File: config.mk
export PLATFORM = sky130hd
export DESIGN_NAME = alarm_clock_remote_keys_unit_flat
export DESIGN_NICKNAME = d
export VERILOG_FILES = /design/src/akeys_pkg.sv /design/src/akeys_if.sv /design/src/akeys_decode.sv /design/src/alarm_clock_remote_keys_unit.sv /design/src/flat_wrapper.sv
export SDC_FILE = /design/constraint.sdc
export NUM_CORES = 1
export LEC_CHECK = 0
export ABC_AREA = 0
export BUFFER_PORTS_ARGS = -buffer_cell sky130_fd_sc_hd__buf_2
export CORE_MARGIN = 10
export CORE_UTILIZATION = 45
export DETAILED_ROUTE_END_ITERATION = 16
export GPL_TIMING_DRIVEN = 0
export PLACE_DENSITY = 0.64
export SYNTH_ARGS = -nofsm -noshare
export SYNTH_HDL_FRONTEND = slang
export SYNTH_SLANG_ARGS = --single-unit
File: constraint.sdc
create_clock -name clk -period 8.2 [get_ports clk]
set_input_delay 1.23 -clock clk [delete_from_list [all_inputs] [get_ports clk]]
set_output_delay 1.23 -clock clk [all_outputs]
set_load 0.01 [all_outputs]
File: src/akeys_pkg.sv
// shared types, key codes and helpers for the alarm clock remote key unit
// no dependencies

package akeys_pkg;

  localparam int CodeWidth = 32;
  localparam int DigitWidth = 4;
  localparam int NumDigits = 4;

  localparam logic [CodeWidth-1:0] KEY_POWER = 32'hED127F80;
  localparam logic [CodeWidth-1:0] KEY_MODE  = 32'hE51A7F80;
  localparam logic [CodeWidth-1:0] KEY_MUTE  = 32'hE11E7F80;
  localparam logic [CodeWidth-1:0] KEY_D0    = 32'hF8077F80;
  localparam logic [CodeWidth-1:0] KEY_D1    = 32'hF50A7F80;
  localparam logic [CodeWidth-1:0] KEY_D2    = 32'hE41B7F80;
  localparam logic [CodeWidth-1:0] KEY_D3    = 32'hE01F7F80;
  localparam logic [CodeWidth-1:0] KEY_D4    = 32'hF30C7F80;
  localparam logic [CodeWidth-1:0] KEY_D5    = 32'hF20D7F80;
  localparam logic [CodeWidth-1:0] KEY_D6    = 32'hF10E7F80;
  localparam logic [CodeWidth-1:0] KEY_D7    = 32'hFF007F80;
  localparam logic [CodeWidth-1:0] KEY_D8    = 32'hF00F7F80;
  localparam logic [CodeWidth-1:0] KEY_D9    = 32'hE6197F80;

  localparam logic CMD_TICK   = 1'b0;
  localparam logic CMD_REMOTE = 1'b1;

  localparam logic [6:0] MAX_HOUR   = 7'd23;
  localparam logic [6:0] MAX_MINUTE = 7'd59;
  localparam logic [5:0] LAST_SECOND = 6'd59;
  localparam logic [5:0] LAST_MINUTE = 6'd59;
  localparam logic [4:0] LAST_HOUR   = 5'd23;

  typedef logic [DigitWidth-1:0] digit_t;

  // decoded remote key
  typedef struct packed {
    logic   power;
    logic   mode;
    logic   mute;
    logic   is_digit;
    digit_t digit;
  } key_t;

  // two decimal digits to binary, clamped to a limit
  function automatic logic [6:0] pair_to_bin(input digit_t tens, input digit_t ones,
                                             input logic [6:0] limit);
    logic [6:0] sum;
    sum = {tens, 3'b000} + {2'b00, tens, 1'b0} + {3'b000, ones};
    pair_to_bin = (sum > limit) ? limit : sum;
  endfunction

endpackage

File: src/akeys_if.sv
// valid/ready channel interfaces for the remote key unit
// no dependencies

interface akeys_in_if;
  logic        valid;
  logic        ready;
  logic        cmd;
  logic [31:0] remote_code;

  modport source(output valid, output cmd, output remote_code, input ready);
  modport sink(input valid, input cmd, input remote_code, output ready);
endinterface

interface akeys_out_if;
  logic        valid;
  logic        ready;
  logic [4:0]  hours;
  logic [5:0]  minutes;
  logic [5:0]  seconds;
  logic        display_on;
  logic        alarm_sounding;
  logic        alarm_is_armed;
  logic        entering;
  logic        entering_alarm;
  logic [1:0]  digits_entered;
  logic [15:0] entry_value;

  modport source(output valid, output hours, output minutes, output seconds,
                 output display_on, output alarm_sounding, output alarm_is_armed,
                 output entering, output entering_alarm, output digits_entered,
                 output entry_value, input ready);
  modport sink(input valid, input hours, input minutes, input seconds,
               input display_on, input alarm_sounding, input alarm_is_armed,
               input entering, input entering_alarm, input digits_entered,
               input entry_value, output ready);
endinterface

File: src/akeys_decode.sv
// remote code decoder: raw infrared code to key struct
// depends on akeys_pkg

module akeys_decode
  import akeys_pkg::*;
(
  input  logic [CodeWidth-1:0] code,
  output key_t                 key
);

  always_comb begin
    key = '0;
    unique case (code)
      KEY_POWER: key.power = 1'b1;
      KEY_MODE:  key.mode = 1'b1;
      KEY_MUTE:  key.mute = 1'b1;
      KEY_D0: begin key.is_digit = 1'b1; key.digit = 4'd0; end
      KEY_D1: begin key.is_digit = 1'b1; key.digit = 4'd1; end
      KEY_D2: begin key.is_digit = 1'b1; key.digit = 4'd2; end
      KEY_D3: begin key.is_digit = 1'b1; key.digit = 4'd3; end
      KEY_D4: begin key.is_digit = 1'b1; key.digit = 4'd4; end
      KEY_D5: begin key.is_digit = 1'b1; key.digit = 4'd5; end
      KEY_D6: begin key.is_digit = 1'b1; key.digit = 4'd6; end
      KEY_D7: begin key.is_digit = 1'b1; key.digit = 4'd7; end
      KEY_D8: begin key.is_digit = 1'b1; key.digit = 4'd8; end
      KEY_D9: begin key.is_digit = 1'b1; key.digit = 4'd9; end
      default: key = '0;
    endcase
  end

endmodule

File: src/alarm_clock_remote_keys_unit.sv
// top level of the alarm clock remote key unit
// depends on akeys_pkg, akeys_if and akeys_decode
//
//   channel  dir  payload                                           modport
//   keys     in   cmd, remote_code                                  sink
//   status   out  hours .. entry_value (state after the transfer)   source
//
// one item per cycle while the status channel does not stall; each input transfer yields
// one status word on the next cycle, set by a single register stage behind the key decoder
// rst (synchronous) clears the clock, alarm and entry state and the output
// valid; the display comes up enabled
// while a status word waits, keys.ready follows status.ready

module alarm_clock_remote_keys_unit
  import akeys_pkg::*;
(
  input  logic         clk,
  input  logic         rst,
  akeys_in_if.sink     keys,
  akeys_out_if.source  status
);

  logic [4:0] hour_count, hour_count_next;
  logic [5:0] minute_count, minute_count_next;
  logic [5:0] second_count, second_count_next;
  logic [4:0] alarm_hour, alarm_hour_next;
  logic [5:0] alarm_minute, alarm_minute_next;
  logic       armed_flag, armed_flag_next;
  logic       display_enable, display_enable_next;
  logic       next_target_alarm, next_target_alarm_next;
  logic       entry_busy, entry_busy_next;
  logic       entry_target, entry_target_next;
  logic [1:0] entry_count, entry_count_next;
  digit_t     entry_digit [NumDigits];
  digit_t     entry_digit_next [NumDigits];

  key_t       key;
  logic       accept;
  logic [6:0] set_hour;
  logic [6:0] set_minute;

  akeys_decode u_decode (
    .code (keys.remote_code),
    .key  (key)
  );

  assign keys.ready = !status.valid || status.ready;
  assign accept     = keys.valid && keys.ready;

  // the fourth digit is the incoming one
  assign set_hour   = pair_to_bin(entry_digit[0], entry_digit[1], MAX_HOUR);
  assign set_minute = pair_to_bin(entry_digit[2], key.digit, MAX_MINUTE);

  always_comb begin
    hour_count_next        = hour_count;
    minute_count_next      = minute_count;
    second_count_next      = second_count;
    alarm_hour_next        = alarm_hour;
    alarm_minute_next      = alarm_minute;
    armed_flag_next        = armed_flag;
    display_enable_next    = display_enable;
    next_target_alarm_next = next_target_alarm;
    entry_busy_next        = entry_busy;
    entry_target_next      = entry_target;
    entry_count_next       = entry_count;
    for (int i = 0; i < NumDigits; i++) begin
      entry_digit_next[i] = entry_digit[i];
    end

    if (keys.cmd == CMD_TICK) begin
      if (!entry_busy) begin
        if (second_count == LAST_SECOND) begin
          second_count_next = '0;
          if (minute_count == LAST_MINUTE) begin
            minute_count_next = '0;
            hour_count_next   = (hour_count == LAST_HOUR) ? 5'd0 : hour_count + 5'd1;
          end else begin
            minute_count_next = minute_count + 6'd1;
          end
        end else begin
          second_count_next = second_count + 6'd1;
        end
      end
    end else if (!entry_busy) begin
      if (key.power) begin
        display_enable_next = !display_enable;
      end else if (key.mute) begin
        armed_flag_next = 1'b0;
      end else if (key.mode) begin
        entry_busy_next   = 1'b1;
        entry_target_next = next_target_alarm;
        entry_count_next  = '0;
        for (int i = 0; i < NumDigits; i++) entry_digit_next[i] = '0;
      end
    end else if (key.mode) begin
      for (int i = 0; i < NumDigits; i++) entry_digit_next[i] = '0;
      entry_count_next = '0;
      if (entry_target) begin
        // abort alarm entry
        next_target_alarm_next = 1'b0;
        entry_busy_next        = 1'b0;
        entry_target_next      = 1'b0;
      end else begin
        // switch over to a fresh alarm entry
        next_target_alarm_next = 1'b1;
        entry_busy_next        = 1'b1;
        entry_target_next      = 1'b1;
      end
    end else if (key.is_digit) begin
      if (entry_count == 2'd3) begin
        if (entry_target) begin
          alarm_hour_next   = set_hour[4:0];
          alarm_minute_next = set_minute[5:0];
          armed_flag_next   = 1'b1;
        end else begin
          hour_count_next   = set_hour[4:0];
          minute_count_next = set_minute[5:0];
        end
        entry_busy_next   = 1'b0;
        entry_target_next = 1'b0;
        entry_count_next  = '0;
        for (int i = 0; i < NumDigits; i++) entry_digit_next[i] = '0;
      end else begin
        entry_digit_next[entry_count] = key.digit;
        entry_count_next              = entry_count + 2'd1;
      end
    end
  end

  always_ff @(posedge clk) begin
    if (rst) begin
      hour_count        <= '0;
      minute_count      <= '0;
      second_count      <= '0;
      alarm_hour        <= '0;
      alarm_minute      <= '0;
      armed_flag        <= 1'b0;
      display_enable    <= 1'b1;
      next_target_alarm <= 1'b0;
      entry_busy        <= 1'b0;
      entry_target      <= 1'b0;
      entry_count       <= '0;
      for (int i = 0; i < NumDigits; i++) entry_digit[i] <= '0;
    end else if (accept) begin
      hour_count        <= hour_count_next;
      minute_count      <= minute_count_next;
      second_count      <= second_count_next;
      alarm_hour        <= alarm_hour_next;
      alarm_minute      <= alarm_minute_next;
      armed_flag        <= armed_flag_next;
      display_enable    <= display_enable_next;
      next_target_alarm <= next_target_alarm_next;
      entry_busy        <= entry_busy_next;
      entry_target      <= entry_target_next;
      entry_count       <= entry_count_next;
      for (int i = 0; i < NumDigits; i++) entry_digit[i] <= entry_digit_next[i];
    end
  end

  always_ff @(posedge clk) begin
    if (rst) begin
      status.valid <= 1'b0;
    end else if (accept) begin
      status.valid <= 1'b1;
    end else if (status.ready) begin
      status.valid <= 1'b0;
    end
  end

  always_ff @(posedge clk) begin
    if (accept) begin
      status.hours          <= hour_count_next;
      status.minutes        <= minute_count_next;
      status.seconds        <= second_count_next;
      status.display_on     <= display_enable_next;
      status.alarm_sounding <= armed_flag_next && (hour_count_next == alarm_hour_next)
                               && (minute_count_next == alarm_minute_next);
      status.alarm_is_armed <= armed_flag_next;
      status.entering       <= entry_busy_next;
      status.entering_alarm <= entry_busy_next && entry_target_next;
      status.digits_entered <= entry_busy_next ? entry_count_next : 2'd0;
      // digits not yet entered are held at zero
      status.entry_value    <= entry_busy_next
                               ? {entry_digit_next[0], entry_digit_next[1],
                                  entry_digit_next[2], entry_digit_next[3]}
                               : 16'd0;
    end
  end

endmodule
File: src/flat_wrapper.sv
// flat-port wrapper written by rule: the top's interface ports become plain ports
module alarm_clock_remote_keys_unit_flat import akeys_pkg::*;
  (clk, rst, keys_valid, keys_cmd, keys_remote_code, keys_ready, status_valid, status_hours, status_minutes, status_seconds, status_display_on, status_alarm_sounding, status_alarm_is_armed, status_entering, status_entering_alarm, status_digits_entered, status_entry_value, status_ready);
  akeys_in_if keys_i ();
  akeys_out_if status_i ();
  input  logic clk;
  input  logic rst;
  input wire logic [$bits(keys_i.valid)-1:0] keys_valid;
  input wire logic [$bits(keys_i.cmd)-1:0] keys_cmd;
  input wire logic [$bits(keys_i.remote_code)-1:0] keys_remote_code;
  output wire logic [$bits(keys_i.ready)-1:0] keys_ready;
  output wire logic [$bits(status_i.valid)-1:0] status_valid;
  output wire logic [$bits(status_i.hours)-1:0] status_hours;
  output wire logic [$bits(status_i.minutes)-1:0] status_minutes;
  output wire logic [$bits(status_i.seconds)-1:0] status_seconds;
  output wire logic [$bits(status_i.display_on)-1:0] status_display_on;
  output wire logic [$bits(status_i.alarm_sounding)-1:0] status_alarm_sounding;
  output wire logic [$bits(status_i.alarm_is_armed)-1:0] status_alarm_is_armed;
  output wire logic [$bits(status_i.entering)-1:0] status_entering;
  output wire logic [$bits(status_i.entering_alarm)-1:0] status_entering_alarm;
  output wire logic [$bits(status_i.digits_entered)-1:0] status_digits_entered;
  output wire logic [$bits(status_i.entry_value)-1:0] status_entry_value;
  input wire logic [$bits(status_i.ready)-1:0] status_ready;
  assign keys_i.valid = keys_valid;
  assign keys_i.cmd = keys_cmd;
  assign keys_i.remote_code = keys_remote_code;
  assign keys_ready = keys_i.ready;
  assign status_valid = status_i.valid;
  assign status_hours = status_i.hours;
  assign status_minutes = status_i.minutes;
  assign status_seconds = status_i.seconds;
  assign status_display_on = status_i.display_on;
  assign status_alarm_sounding = status_i.alarm_sounding;
  assign status_alarm_is_armed = status_i.alarm_is_armed;
  assign status_entering = status_i.entering;
  assign status_entering_alarm = status_i.entering_alarm;
  assign status_digits_entered = status_i.digits_entered;
  assign status_entry_value = status_i.entry_value;
  assign status_i.ready = status_ready;
  alarm_clock_remote_keys_unit u_core (.clk(clk), .rst(rst), .keys(keys_i), .status(status_i));
endmodule
==> results.cfg <==
[logic_synthesis]
ys_warn_count = 0
syn_avg_cell_area_um2 = 9.37
synth_cell_type_count = 69
yosysSeqAreaShare_pct = 43.9
yosys-top-cells-count = nor2_1 (76), nand2_1 (58), edfxtp_1 (56), a21oi_1 (44), dfxtp_1 (36)
synth_area_leaders = edfxtp_1 (31%), dfxtp_1 (13%), nor2_1 (5.2%), ha_1 (4.8%), a21oi_1 (4.0%)
netlist.area_leader.share_pct = 30.7
synth-seq-cells = 92
syn_inst = 584
async_flop_share_pct = 0
synth_fp_nets = 646
netlist_area_mm2 = 0.00547
yosys_most_used_dff = edfxtp_1
synth.most_common_cell = nor2_1
synth_top_area_cell = edfxtp_1
synth_edf_count = 56

[clock_network]
cts_max_level = 3
root_buffer = clkbuf_16
cts_tree = yes
post_cts_resized = 0
numCtsBuffers = 9
clk_latency_ns = 0.36
path_clk_slew_ns = 0.06
clkSinkCount = 92
cts_hold_buf = 0
cts_setup_buffers = 0
clock_path_buffers = 2

[placement]
port_buffers = 77
gp_congestion = 0.891
hpwlAfterDp_um = 11000
placed_cell_area_mm2 = 0.00606

[floorplan]
chipHeight_um = 130
ios = 79
dieArea_mm2 = 0.0170
die_x_um = 130
core_region_area_mm2 = 0.0120
start_util_pct = 45.7
rows = 40

[min_path]
min-delay-path-class = reg2reg

[pwr]
cellLeakagePower_uw = 0.00257
power.density_mw_per_mm2 = 167
ir_drop_v = 0.000117

[routing]
drtAntennaViolNets = 0
wl_per_cell_um = 17.3
vias = 4651
viasPerCell = 5.64
initialDrtViolationCount = 343
finalWirelength_um = 14300
drc = 0
firstDrtPassIters = 5

[sta]
max_slew_margin_pct = 32.9
fmax_mhz = 168
drv_slew = 0
clock_skew_ns = 0.00752
hold_viol_final = 0
min_period_ns = 5.94
min_period_over_period_pct = 72.5
tightest_slew_ns = 0.997
rsz0062_at_grt = false
fin_setup_tns_ns = 0
setup_viol = 0

[final_layout]
fin_nets = 735
layout-drive-gt1-share_pct = 18.9
final_cell_area_mm2 = 0.00634
syn2layout_area_growth_pct = 15.9
fin_util_pct = 53.0
n_fill_cell = 1082
diodes = 0

[worst_setup_path]
required_ns = 8.40
arrival_ns = 6.14
cp-end-kind = flip-flop
start_kind = input port
crit_fanout = 8
path_class = in2reg

[run]
max_cap_viol_count = 0

[global_route]
grt_first_pass_wirelength_um = 22900
grt_max_degree = 37
grt_pass1_vias = 4527
grt_use_total_pct = 17.2
antenna_found_initial = 0
grt-ovfl-total = 0

[status]
status = complete, no violations
-- placed cells by master, fill, tap and decap left out, drive strengths merged, types with 15 or more instances in the layout --
master  count
buf        87
nor2       76
nand2      59
edfxtp     56
a21oi      44
dfxtp      36
inv        33
clkbuf     32
ha         21
nor3       17
xor2       15
nand4      15
-- metal layers --
layer / track usage, % / up-vias / share of wire (%)
met3: 3.69 / 21 / 4.6
met2: 29.4 / 104 / 50
met4: 6.75 / 0 / 1.9
met5: 0 / - / 0
met1: 20.7 / 2239 / 44
li1: - / 2287 / -
-- flip-flops by register name, summed over array words and instances (netlist names), 2 cells and up --
name,cells
u_core.entry_digit,16
u_core.hour_count,5
u_core.minute_count,6
u_core.alarm_minute,6
u_core.second_count,6
u_core.status.entry_value,16
u_core.alarm_hour,5
u_core.status.hours,5
u_core.status.seconds,6
u_core.status.minutes,6
u_core.status.digits_entered,2
u_core.entry_count,2
-- where the power goes --
part | switching [µW] | leakage [µW] | internal, µW
sequential | 12.0 | 0.000866 | 512
combinational | 85.5 | 0.00157 | 51.2
clock | 176 | 0.000140 | 219
total | 273 | 0.00257 | 783
-- final timing paths --
path / startpoint / to / slack [ns] / cells past startpoint
worst max-delay path: keys_remote_code[23] / u_core.status.alarm_sounding / 2.26 / 18
worst min-delay path: u_core.alarm_hour[0] / u_core.alarm_hour[0] / 0.45 / 2
worst max register to register: u_core.entry_digit[0][0] / u_core.status.alarm_sounding / 4.34 / 12
worst min register to register: u_core.alarm_hour[0] / u_core.alarm_hour[0] / 0.45 / 2
-- critical path, stage by stage --
cell and delay [ns]:
buf_2 0.09, nor4bb_1 0.36, nand4_2 0.34, nor3_2 0.40
a21boi_0 0.55, ha_1 0.34, ha_1 0.23, fa_1 0.41
a21o_1 0.17, a21oi_1 0.17, xnor2_1 0.16, a311oi_1 0.59
mux2i_1 0.31, o31ai_1 0.09, mux2_2 0.27, mux2i_1 0.14
nand4_1 0.13, a211oi_2 0.16
-- cell families after synthesis --
group                      synth area share [%]
AOI/OAI and AO/OA                          14.6
xor gates and xnor gates                   3.20
adders and majority gates                  6.27
buffers and inverters                      5.03
DFF                                        43.9
muxes                                      3.61
and+or+nand+nor                            23.4
-- through the flow --
step                total power, µW  std cells  setup slack, ns  hold slack (ns)
global placement                666        808             1.90            0.438
floorplan                       618        584             2.81            0.431
finish                         1060        825             2.26            0.453
detailed placement              671        809             1.83            0.447
global route                   1100        825             1.81            0.469
CTS                            1060        825             2.20            0.455
-- cell type report --
type | instances | area (µm²) | area share [%]
multi-input cells | 428 | 2790 | 44.1
flip-flops and latches | 92 | 2400 | 37.9
well taps | 147 | 184 | 2.90
repair buffers | 78 | 405 | 6.39
clock inverters | 5 | 26.3 | 0.414
plain buffers | 30 | 149 | 2.35
clock buffers | 11 | 253 | 3.99
inverters | 34 | 128 | 2.01
(Power assumes the default switching activity.)
